File: src/rtl/fltc_pkg.sv
// Shared types and codes of the face list to CSR pattern unit.
package fltc_pkg;

  localparam int SLOT_BITS = 8;
  localparam int CELL_BITS = 12;
  localparam int VAL_BITS  = 16;
  localparam int STS_BITS  = 3;

  localparam logic [1:0] MODE_LOAD  = 2'd0;
  localparam logic [1:0] MODE_BUILD = 2'd1;
  localparam logic [1:0] MODE_READ  = 2'd2;

  localparam logic [2:0] SEL_ROW   = 3'd0;
  localparam logic [2:0] SEL_COL   = 3'd1;
  localparam logic [2:0] SEL_DIAG  = 3'd2;
  localparam logic [2:0] SEL_OSLOT = 3'd3;
  localparam logic [2:0] SEL_NSLOT = 3'd4;

  localparam logic [2:0] STS_OK    = 3'd0;
  localparam logic [2:0] STS_ROW   = 3'd1;
  localparam logic [2:0] STS_FULL  = 3'd2;
  localparam logic [2:0] STS_CELL  = 3'd3;
  localparam logic [2:0] STS_RANGE = 3'd4;

  localparam logic [4:0] ST_IDLE    = 5'd0;
  localparam logic [4:0] ST_CHK_RD  = 5'd1;
  localparam logic [4:0] ST_CHK_EV  = 5'd2;
  localparam logic [4:0] ST_INIT    = 5'd3;
  localparam logic [4:0] ST_CNT_RD  = 5'd4;
  localparam logic [4:0] ST_CNT_O   = 5'd5;
  localparam logic [4:0] ST_CNT_OW  = 5'd6;
  localparam logic [4:0] ST_CNT_N   = 5'd7;
  localparam logic [4:0] ST_CNT_NW  = 5'd8;
  localparam logic [4:0] ST_PRE_RD  = 5'd9;
  localparam logic [4:0] ST_PRE_W   = 5'd10;
  localparam logic [4:0] ST_LOW_RD  = 5'd11;
  localparam logic [4:0] ST_LOW_A   = 5'd12;
  localparam logic [4:0] ST_LOW_W   = 5'd13;
  localparam logic [4:0] ST_DIAG_RD = 5'd14;
  localparam logic [4:0] ST_DIAG_W  = 5'd15;
  localparam logic [4:0] ST_UP_RD   = 5'd16;
  localparam logic [4:0] ST_UP_A    = 5'd17;
  localparam logic [4:0] ST_UP_W    = 5'd18;
  localparam logic [4:0] ST_DONE    = 5'd19;
  localparam logic [4:0] ST_FAIL    = 5'd20;
  localparam logic [4:0] ST_READ    = 5'd21;

  typedef struct packed {
    logic [4:0] op;
    logic       accept;
    logic       idx_clr;
    logic       idx_inc;
  } cmd_t;

  typedef struct packed {
    logic faces_end;
    logic cells_end;
    logic bad_cell;
    logic face_full;
    logic out_busy;
  } sts_t;

endpackage

File: src/rtl/fltc_ctrl.sv
// Controller state machine that sequences the load, build and read work.
module fltc_ctrl (
  input  logic             clk,
  input  logic             rst_n,
  input  logic             in_valid,
  input  logic [1:0]       in_mode,
  input  fltc_pkg::sts_t   sts,
  output logic             in_ready,
  output fltc_pkg::cmd_t   cmd
);
  import fltc_pkg::*;

  logic [4:0] state_r, state_nxt;
  logic       acc;

  assign in_ready = (state_r == ST_IDLE) && !sts.out_busy;
  assign acc      = in_valid && in_ready;

  always_comb begin
    state_nxt   = state_r;
    cmd.op      = state_r;
    cmd.accept  = acc;
    cmd.idx_clr = 1'b0;
    cmd.idx_inc = 1'b0;
    case (state_r)
      ST_IDLE: begin
        if (acc && in_mode == MODE_BUILD) begin
          state_nxt   = ST_CHK_RD;
          cmd.idx_clr = 1'b1;
        end else if (acc && in_mode == MODE_READ) begin
          state_nxt = ST_READ;
        end
      end
      ST_CHK_RD: begin
        if (sts.faces_end) begin
          state_nxt   = ST_INIT;
          cmd.idx_clr = 1'b1;
        end else begin
          state_nxt = ST_CHK_EV;
        end
      end
      ST_CHK_EV: begin
        if (sts.bad_cell) begin
          state_nxt = ST_FAIL;
        end else begin
          state_nxt   = ST_CHK_RD;
          cmd.idx_inc = 1'b1;
        end
      end
      ST_INIT: begin
        if (sts.cells_end) begin
          state_nxt   = ST_CNT_RD;
          cmd.idx_clr = 1'b1;
        end else begin
          cmd.idx_inc = 1'b1;
        end
      end
      ST_CNT_RD: begin
        if (sts.faces_end) begin
          state_nxt   = ST_PRE_RD;
          cmd.idx_clr = 1'b1;
        end else begin
          state_nxt = ST_CNT_O;
        end
      end
      ST_CNT_O:  state_nxt = ST_CNT_OW;
      ST_CNT_OW: state_nxt = ST_CNT_N;
      ST_CNT_N:  state_nxt = ST_CNT_NW;
      ST_CNT_NW: begin
        state_nxt   = ST_CNT_RD;
        cmd.idx_inc = 1'b1;
      end
      ST_PRE_RD: begin
        if (sts.cells_end) begin
          state_nxt   = ST_LOW_RD;
          cmd.idx_clr = 1'b1;
        end else begin
          state_nxt = ST_PRE_W;
        end
      end
      ST_PRE_W: begin
        state_nxt   = ST_PRE_RD;
        cmd.idx_inc = 1'b1;
      end
      ST_LOW_RD: begin
        if (sts.faces_end) begin
          state_nxt   = ST_DIAG_RD;
          cmd.idx_clr = 1'b1;
        end else begin
          state_nxt = ST_LOW_A;
        end
      end
      ST_LOW_A: state_nxt = ST_LOW_W;
      ST_LOW_W: begin
        state_nxt   = ST_LOW_RD;
        cmd.idx_inc = 1'b1;
      end
      ST_DIAG_RD: begin
        if (sts.cells_end) begin
          state_nxt   = ST_UP_RD;
          cmd.idx_clr = 1'b1;
        end else begin
          state_nxt = ST_DIAG_W;
        end
      end
      ST_DIAG_W: begin
        state_nxt   = ST_DIAG_RD;
        cmd.idx_inc = 1'b1;
      end
      ST_UP_RD: begin
        if (sts.faces_end) begin
          state_nxt = ST_DONE;
        end else begin
          state_nxt = ST_UP_A;
        end
      end
      ST_UP_A: state_nxt = ST_UP_W;
      ST_UP_W: begin
        state_nxt   = ST_UP_RD;
        cmd.idx_inc = 1'b1;
      end
      ST_DONE, ST_FAIL, ST_READ: state_nxt = ST_IDLE;
      default: state_nxt = ST_IDLE;
    endcase
  end

  always_ff @(posedge clk) begin
    if (!rst_n) begin
      state_r <= ST_IDLE;
    end else begin
      state_r <= state_nxt;
    end
  end

endmodule

File: config.mk
export PLATFORM = sky130hd
export DESIGN_NAME = fltc_ctrl
export DESIGN_NICKNAME = d
export VERILOG_FILES = /design/src/rtl/fltc_pkg.sv /design/src/rtl/fltc_ctrl.sv
export SDC_FILE = /design/constraint.sdc
export NUM_CORES = 1
export LEC_CHECK = 0
export BUFFER_PORTS_ARGS = -buffer_cell sky130_fd_sc_hd__buf_2
export CORE_AREA = 5 5 42 44
export DETAILED_ROUTE_END_ITERATION = 10
export DIE_AREA = 0 0 47 49
export MAX_ROUTING_LAYER = met4
export PLACE_DENSITY = 0.72
export RECOVER_POWER = 100
export SETUP_SLACK_MARGIN = 0.2
export SLEW_MARGIN = 20
export SYNTH_ARGS = -nofsm -noshare
export SYNTH_HDL_FRONTEND = slang
export SYNTH_SLANG_ARGS = --single-unit
File: constraint.sdc
create_clock -name clk -period 1.6 [get_ports clk]
set_input_delay 0 -clock clk [delete_from_list [all_inputs] [get_ports clk]]
set_output_delay 0 -clock clk [all_outputs]
set_load 0.02 [all_outputs]
# ---- Word-level counts from Yosys, hierarchy flattened
# Index checks and enable logic that the tools add are counted.
dict set report classes {
  n_eq_ne 22
  mux 18
  n_reduce_logical 10
}
# cell n
set ops {}
lappend ops {{$pmux W5 S19} 1}
lappend ops {{$eq A5 B4 Y1 const B} 8}
lappend ops {{$mux W5} 5}
lappend ops {{$eq A5 B3 Y1 const B} 4}
lappend ops {{$eq A5 B5 Y1 const B} 3}
lappend ops {{$eq A5 B2 Y1 const B} 2}
lappend ops {{$mux W1} 7}
lappend ops {{$pmux W1 S3} 2}
lappend ops {{$reduce_or A3 Y1} 2}
lappend ops {{$eq A5 B1 Y1 const B} 1}
lappend ops {{$logic_not A5 Y1} 1}
lappend ops {{$reduce_or A5 Y1} 1}
lappend ops {{$logic_and A1 B1 Y1} 4}
lappend ops {{$mux W2} 2}
lappend ops {{$mux W4} 1}
lappend ops {{$ne A3 B1 Y1 const B} 1}
lappend ops {{$eq A2 B1 Y1 const B} 1}
lappend ops {{$eq A2 B2 Y1 const B} 1}
lappend ops {{$ne A2 B2 Y1 const B} 1}
lappend ops {{$reduce_and A2 Y1} 1}
lappend ops {{$logic_not A1 Y1} 1}
dict set report word_totals {
  ff_bits 5
  inputBits 10
  elab_cells 51
}

# ---- Depth between registers and ports, before layout
# Gate-level depths: netlist (run 1).
dict set report depth {
  depth_word 7
  mapped_depth 7
  ltp_nobuf 5
}

# ---- Worst setup path before layout (run 1)
# OpenSTA, ideal clock, no wires.
dict set report synth_timing {
  path_type {register -> output}
  start {register state_r[3]}
  end {output cmd[0] (netlist name)}
  arrival_ps 1535
  required_ps 1600
  setup_slack_ps 65
  path_stages_with_launch 7
  path_buffers 1
  path_cell_list {dfxtp_1 > buf_4 > nor3_1 > nand2_1 > a21oi_1 > a31oi_1 > o21ai_0}
}
# item line_no
set synth_rtl {}
lappend synth_rtl {{start, declared} fltc_ctrl.sv:13} ;# logic [4:0] state_r, state_nxt;
lappend synth_rtl {{start signal, assigned} fltc_ctrl.sv:131} ;# state_r <= state_nxt;
lappend synth_rtl {{end, declared} fltc_ctrl.sv:9} ;# output fltc_pkg::cmd_t cmd

==> results of run 1 <==
[critical path, stage by stage, from the launching register on]
cell       delay [ps]
dfxtp_4           370
nor2b_4           120
nor2_2             50
a2111oi_4         310
a31oi_1           100
o32ai_2           130
buf_4             180
[layer usage]
| layer | track usage [%] | part of all wire, % |
|---|---|---|
| met1 | 24.4 | 37 |
| met2 | 31.4 | 50 |
| met3 | 5.54 | 10 |
| met4 | 10.1 | 3.1 |
| met5 | - | 0 |
[cells in the mapped netlist (2+ instances only)]
cell	instances
dfxtp_1	5
a22oi_1	2
nor3_1	4
buf_2	4
nor2_1	11
inv_1	5
buf_4	3
o21ai_0	9
a31oi_1	4
a21oi_1	11
nand2_1	10
nand2b_1	6
[logic make-up after synthesis]
family / Yosys count
xor+xnor: 1
compound gates: 35
flops: 5
simple gates: 41
buf+inv: 13
[cell type report]
| class | instances | area share [%] |
|---|---|---|
| tap | 16 | 2.04 |
| inverter | 5 | 2.30 |
| timing repair buffer | 41 | 28.2 |
| multi-input combinational | 77 | 53.3 |
| sequential | 5 | 11.5 |
| clock buffer | 4 | 2.68 |
[metrics by stage]
step	cells	hold slack [ps]	worst slack, ps	total power, W
floorplan	95	79.8	218	0.000849
global placement	128	260	95.2	0.00109
detailed placement	128	263	83.6	0.00110
CTS	148	9.34	107	0.00148
global route	148	18.0	19.1	0.00166
finish	148	33.0	89.1	0.00155
[worst paths after layout]
path | from | end | slack (ps) | cells after the start
worst max-delay path | state_r[3] | cmd[1] | 90 | 6
worst max register to register | state_r[0] | state_r[1] | 170 | 6
worst min register to register | state_r[4] | state_r[3] | 530 | 1
worst min-delay path | rst_n | state_r[0] | 30 | 3
[placed cells by master, fill, tap and decap left out, drive strengths merged, types with 2 or more instances in the layout]
master,count
nor2b,2
buf,36
nor2,11
clkbuf,9
dfxtp,5
o21ai,10
nand2,11
nand2b,6
a22oi,2
inv,4
a21oi,11
nor3,4
a31oi,4
[power by group]
part | total (W) | internal [W] | switching [W]
clock network | 0.000147 | 0.0000943 | 0.0000526
registers | 0.000289 | 0.000176 | 0.000113
logic | 0.00112 | 0.000506 | 0.000611
total | 0.00155 | 0.000776 | 0.000777
[what timing repair did]
item / CTS / global route
buffers inserted: 16 / 0
setup endpoints to repair: 9 / 9
pin swaps: 8 / 8
cloned: 0 / 0
gates resized for setup: 28 / 6
==> summary.md, run 1 <==
| Metric | Value |
|---|---|
| CTS Root Cell | `clkbuf_4` |
| Post-CTS Hold Buffers | `0` |
| Initial Utilization | `42.9%` |
| Worst path required time | `roughly 1600 ps` |
| Die Wd | `roughly 47 um` |
| Max Freq | `662 MHz` |
| Top cells by area, synth | `dfxtp_1, a21oi_1, o21ai_0` |
| XOR/XNOR Fraction of Synth Area | `about 1.5%` |
| Top_reg_cell synth | `dfxtp_1` |
| Synth Area in Adders | `0%` |
| Post-synth EDFFs | `0` |
| Pwr/cell area | `1590 nW/um^2` |
| Synth top area share | `16.7%` |
| Largest family of logic cells by synthesized area | `compound AO/OA/AOI/OAI gates` |
| Post-synthesis mux area share | `0%` |
| Final Core Density | `69.9%` |
| Syn nets | `105` |
| Die H | `49 um` |
| Lkg Pwr | `0.415 nW` |
| Max FFs per register | `5` |
| Worst VDD drop | `0.830 mV` |
| Hold Path Class | `in -> reg` |
| # diodes | `0` |
| First-pass GRT wire length | `3.53 mm` |
| Synth Warn # | `0` |
| DRC | `0` |
| Post-DR wirelength/cell | `14.9 um` |
| Vias after detailed routing | `879` |
| Synth Area in Compound Gates | `36.0%` |
| IO buf count | `17` |
| Number of library cell types mapped by synthesis | `33` |
| Clk sinks | `5` |
| Cells after Synth | `95` |
| CTS tree | `built` |
| Initial antenna violation count | `0` |
| Area of the multi-input gates | `522 um^2` |
| Final wirelength | `~2.2 mm` |
| Fin. max-slew vios | `0` |
| Pin count of the biggest net entering global routing | `10` |
| Kind of critical path | `reg -> out` |
| Critical path startpoint category | `flip-flop` |
| Final period util | `94.4%` |
| Vias in the first global route | `829` |
| Final hold violations | `0` |
| # setup viols final | `0` |
| GR Util All Layers | `about a fifth` |
| Synth Register Bits | `5` |
| Drt first pass iters | `4` |
| Final instance area | `980 um^2` |
| Crit path max fanout | `5` |
| Num rows | `14` |
| FFs w/ async S/R, synth | `0%` |
| Actual slew at the worst max-slew pin | `268 ps` |
| RSZ-0062 raised after global routing | `true` |
| Simple-gate share of the synthesized area | `35.0%` |
| Nets | `143` |
| Min cycle time layout | `1510 ps` |
| Setup crit end kind | `output port` |
| Max-Cap Viols | `0` |
| Status | `complete, no violations` |
| Placed inst area | `728 um^2` |
| Top-Level Pins | `19` |
| Regs by FF count | `state_r (5)` |
| Crit path DAT | `between 1500 and 2000 ps` |
| Total CTS buffers | `3` |
| Layout cells sized above 1 | `approximately 45%` |
| Layout area overhead | `63.1%` |
| Seq/Total Area, Yosys | `16.7%` |
| Via/cell ratio | `between 5 and 6` |
| Worst Skew | `5.88 ps` |
| Mapped Area | `601 um^2` |
| Die ar. | `2300 um^2` |
| Clk Latency, worst-skew pair | `240 ps` |
| 1st-iter DRT viols | `33` |
| Clock transition at the registers of the reported paths | `50 ps` |
| Grt ovf | `0` |
| Antenna Nets Post-Route | `0` |
| Largest Register | `state_r` |
| Setup TNS | `0 ps` |
| Cell taking the most area after synthesis | `dfxtp_1` |
| Routability cong. | `just under 0.9` |
| H-Tree Depth | `1` |
| Post-Syn Area per Cell | `6.32 um^2` |
| Post-DP HPWL | `1.36 mm` |
| Rel. slew slack | `82.0%` |
| Core ar. | `1400 um^2` |
| Reg area | `113 um^2` |
| Maximum root-to-sink buffer count | `2` |
| Fillers | `125` |
No activity file was read; power rests on OpenSTA's default activity.
==> run 2, diff against run 1 <==
--- a/config.mk
+++ b/config.mk
@@ -5,12 +5,13 @@
 export SDC_FILE = /design/constraint.sdc
 export NUM_CORES = 1
 export LEC_CHECK = 0
+export ABC_AREA = 1
 export BUFFER_PORTS_ARGS = -buffer_cell sky130_fd_sc_hd__buf_2
-export CORE_AREA = 5 5 42 44
+export CORE_MARGIN = 5
+export CORE_UTILIZATION = 50
 export DETAILED_ROUTE_END_ITERATION = 10
-export DIE_AREA = 0 0 47 49
 export MAX_ROUTING_LAYER = met4
-export PLACE_DENSITY = 0.72
+export PLACE_DENSITY = 0.77
 export RECOVER_POWER = 100
 export SETUP_SLACK_MARGIN = 0.2
 export SLEW_MARGIN = 20
==> summary.md, run 2 <==
| Metric | Value |
|---|---|
| Setup TNS | `0 ps (unchanged)` |
| Antenna Nets Post-Route | `0 (unchanged)` |
| Reg-to-reg slack, setup | `180 ps (about the same)` |
| Maximum root-to-sink buffer count | `2 (unchanged)` |
| Num rows | `13 (-1)` |
| Pin count of the biggest net entering global routing | `10 (unchanged)` |
| Mapped Area | `692 um^2 (+15%)` |
| Synth Warn # | `0 (unchanged)` |
| Lkg Pwr | `0.500 nW (+20%)` |
| Max Freq | `688 MHz (+4.0%)` |
| Hold Path Class | `in -> reg` |
| Final wirelength | `2.23 mm (+0.72%)` |
| GR Util All Layers | `20.9% (+0.22 points)` |
| Seq pwr share | `16.5% (-2.1 points)` |
| CTS tree | `built` |
| Layout area overhead | `44.8%` |
| Top cells by area, synth | `nand2_1, dfxtp_1, nor2_1` |
| Clk Latency, worst-skew pair | `230 ps (about the same)` |
| Switching share of power | `51.6% (+1.6 points)` |
| IO buf count | `17 (unchanged)` |
| Post-DR wirelength/cell | `13.3 um (-11%)` |
| Critical path startpoint category | `flip-flop` |
| Die Wd | `47.2 um (+0.43%)` |
| Min cycle time layout | `1450 ps (-58.4 ps)` |
| Length of routed met3 wiring | `107 um (-53%)` |
| CP max stage cell | `dfxtp_4` |
| Initial Utilization | `53.2% (+10 points)` |
| Syn nets | `133 (+27%)` |
| Commonest non-fill, non-tap cells in the layout | `nand2_1, nor2_1, inv_1, nand3_1, buf_2` |
| Worst path cell trace | `inv_2, nand2_1, nor2_2, nand2_1, o21ai_1, o21ai_1, nand3_2, buf_6` |
| Crit path from | `state_r[4]` |
| Actual slew at the worst max-slew pin | `245 ps (-23.1 ps)` |
| Drt first pass iters | `4 (unchanged)` |
| DRC | `0 (unchanged)` |
| Grt ovf | `0 (unchanged)` |
| Clock transition at the registers of the reported paths | `40 ps (about the same)` |
| Met1 WL | `921 um (+12%)` |
| Top_reg_cell synth | `dfxtp_1` |
| Vias in the first global route | `766 (-7.6%)` |
| Worst Skew | `1.72 ps (-4.16 ps)` |
| Synth top area share | `16.3% (-0.39 points)` |
| Seq/Total Area, Yosys | `14.5% (-2.2 points)` |
| Via/cell ratio | `5.52 (-7.1%)` |
| Setup crit end kind | `output port` |
| # diodes | `0 (unchanged)` |
| Regs by FF count | `state_r (5)` |
| Crit path DAT | `1450 ps (-60 ps)` |
| Max-Cap Viols | `0 (unchanged)` |
| Top-Level Pins | `19 (unchanged)` |
| Switching power | `0.000868 W (+12%)` |
| Nets | `164 (+15%)` |
| Met2 wire length | `1.15 mm (+5.2%)` |
| Cell Int Power | `0.000815 W (+5.0%)` |
| Post-synth EDFFs | `0 (unchanged)` |
| Core ar. | `1300 um^2 (-7.1%)` |
| Status | `complete, no violations` |
| Rel. slew slack | `83.6% (+1.6 points)` |
| Post-CTS Hold Buffers | `0 (unchanged)` |
| RR Startpoint | `state_r[4]` |
| Combinational share of power | `75.5% (+3.6 points)` |
| Cells after Synth | `123 (+29%)` |
| Routability cong. | `0.978 (+12%)` |
| Pwr/cell area | `1680 nW/um^2 (+6.0%)` |
| Post-synth top cells | `nand2_1, nor2_1, nand3_1` |
| # setup viols final | `0 (unchanged)` |
| H-Tree Depth | `1 (unchanged)` |
| Setup WS post-layout | `148 ps (+58.4 ps)` |
| Post-DP HPWL | `1.62 mm (+19%)` |
| First-pass GRT wire length | `3.24 mm (-8.2%)` |
| Number of library cell types mapped by synthesis | `22 (-33%)` |
| Most common cell after layout, fill and taps aside | `nand2_1` |
| Placement Setup Slack | `179 ps (+95.1 ps)` |
| RR Endpoint | `state_r[0]` |
| Power share of the clock group | `8.0% (-1.5 points)` |
| RSZ-0062 raised after global routing | `true` |
| Initial antenna violation count | `0 (unchanged)` |
| R2R cell count | `11 (+5)` |
| Cell taking the most area after synthesis | `nand2_1` |
| Crit path max fanout | `6 (+1)` |
| Synth Register Bits | `5 (unchanged)` |
| Largest Register | `state_r` |
| Worst path required time | `1600 ps (about the same)` |
| 1st-iter DRT viols | `44 (+33%)` |
| Final period util | `90.8% (-3.7 points)` |
| Die ar. | `2230 um^2 (-3.3%)` |
| Vias after detailed routing | `927 (+5.5%)` |
| Die H | `47.2 um (-3.7%)` |
| Fin. max-slew vios | `0 (unchanged)` |
| CTS Root Cell | `clkbuf_4` |
| Layout cells sized above 1 | `41.8% (-3.6 points)` |
| FFs w/ async S/R, synth | `0% (unchanged)` |
| Highest cell delay on the worst timing path | `350 ps (-20 ps)` |
| Final hold violations | `0 (unchanged)` |
| Worst VDD drop | `0.963 mV (+16%)` |
| Total CTS buffers | `3 (unchanged)` |
| Kind of critical path | `reg -> out` |
| Clk sinks | `5 (unchanged)` |
| Most frequent cell after synthesis | `nand2_1` |
| Crit path to | `cmd[1]` |
| Top sig layer | `met4` |
| Post-Syn Area per Cell | `5.63 um^2 (-11%)` |
| Max FFs per register | `5 (unchanged)` |
run 2: cell count changes after synthesis, sizes merged, moves of 2 or more:
cell    previous run  this run
o21ai             10         2
nand3              1        16
inv                5        17
nand2b             6         0
o31ai              0         2
buf                7         2
nor2b              2         0
nand3b             0         2
a22oi              2         0
nand2             11        34
a31oi              4         1
a21oi             11         4
nor2              11        30
run 2: layer usage:
| metal | track usage, % | vias up |
|---|---|---|
| li1 | - | 462 |
| met4 | 6.08 | 0 |
| met3 | 2.30 | 6 |
| met2 | 35.2 | 36 |
| met1 | 26.1 | 423 |
| met5 | - | - |
run 2: area by class of cell:
| type | count | area (um^2) |
|---|---|---|
| well taps | 15 | 18.8 |
| fillers | 113 | 299 |
| inverters | 17 | 66.3 |
| clock buffers | 4 | 26.3 |
| multi-input cells | 99 | 591 |
| flip-flops and latches | 5 | 119 |
| repair buffers | 28 | 181 |
run 2: worst min path at each step:
| stage | cells after the start | from | endpoint |
|---|---|---|---|
| floorplan | 1 | sts[0] | in_ready |
| global placement | 3 | rst_n | state_r[1] |
| detailed placement | 3 | rst_n | state_r[1] |
| CTS | 3 | rst_n | state_r[1] |
| global route | 3 | rst_n | state_r[1] |
| finish | 3 | rst_n | state_r[1] |
run 2: cells by family after synthesis:
kind of cell / count (synthesis) / share of synthesized area [%]
flip-flops: 5 / 14.5
AND/OR/NAND/NOR: 87 / 62.0
buffers and inverters: 19 / 11.4
AO/OA/AOI/OAI: 12 / 12.1
run 2: worst max-delay path: cells and delay by family (launching register included):
kind	cells	cell delay, ps
AO/OA/AOI/OAI	2	250
flip-flops	1	350
AND/OR/NAND/NOR	4	390
buffers and inverters	2	230
run 2: repair_timing:
item / in CTS / in global routing
endpoints found under the hold margin: 0 / 0
cloned: 0 / 0
endpoints found under the setup margin: 4 / 6
gates resized for setup: 15 / 25
buffers inserted: 3 / 8
pin swaps: 1 / 12
run 2: power by group through the flow:
stage	registers, W	clock network, W	logic [W]
2_1_floorplan	0.000275	0	0.000688
3_3_place_gp	0.000257	0	0.000887
3_5_place_dp	0.000260	0	0.000891
4_1_cts	0.000281	0.000137	0.000955
5_1_grt	0.000285	0.000156	0.00139
6_report	0.000277	0.000135	0.00127
run 2: through the flow:
| stage | cells | hold slack [ps] | cell area [um^2] | total power, W | utilization (%) |
|---|---|---|---|---|---|
| after global routing | 168 | 8.10 | 1000 | 0.00183 | 77.0 |
| final | 168 | 13.1 | 1000 | 0.00168 | 77.0 |
| after global placement | 153 | 236 | 787 | 0.00114 | 60.5 |
| after detailed placement | 153 | 247 | 787 | 0.00115 | 60.5 |
| after CTS | 160 | 9.97 | 871 | 0.00137 | 66.9 |
| after floorplan | 123 | 31.4 | 702 | 0.000963 | - |
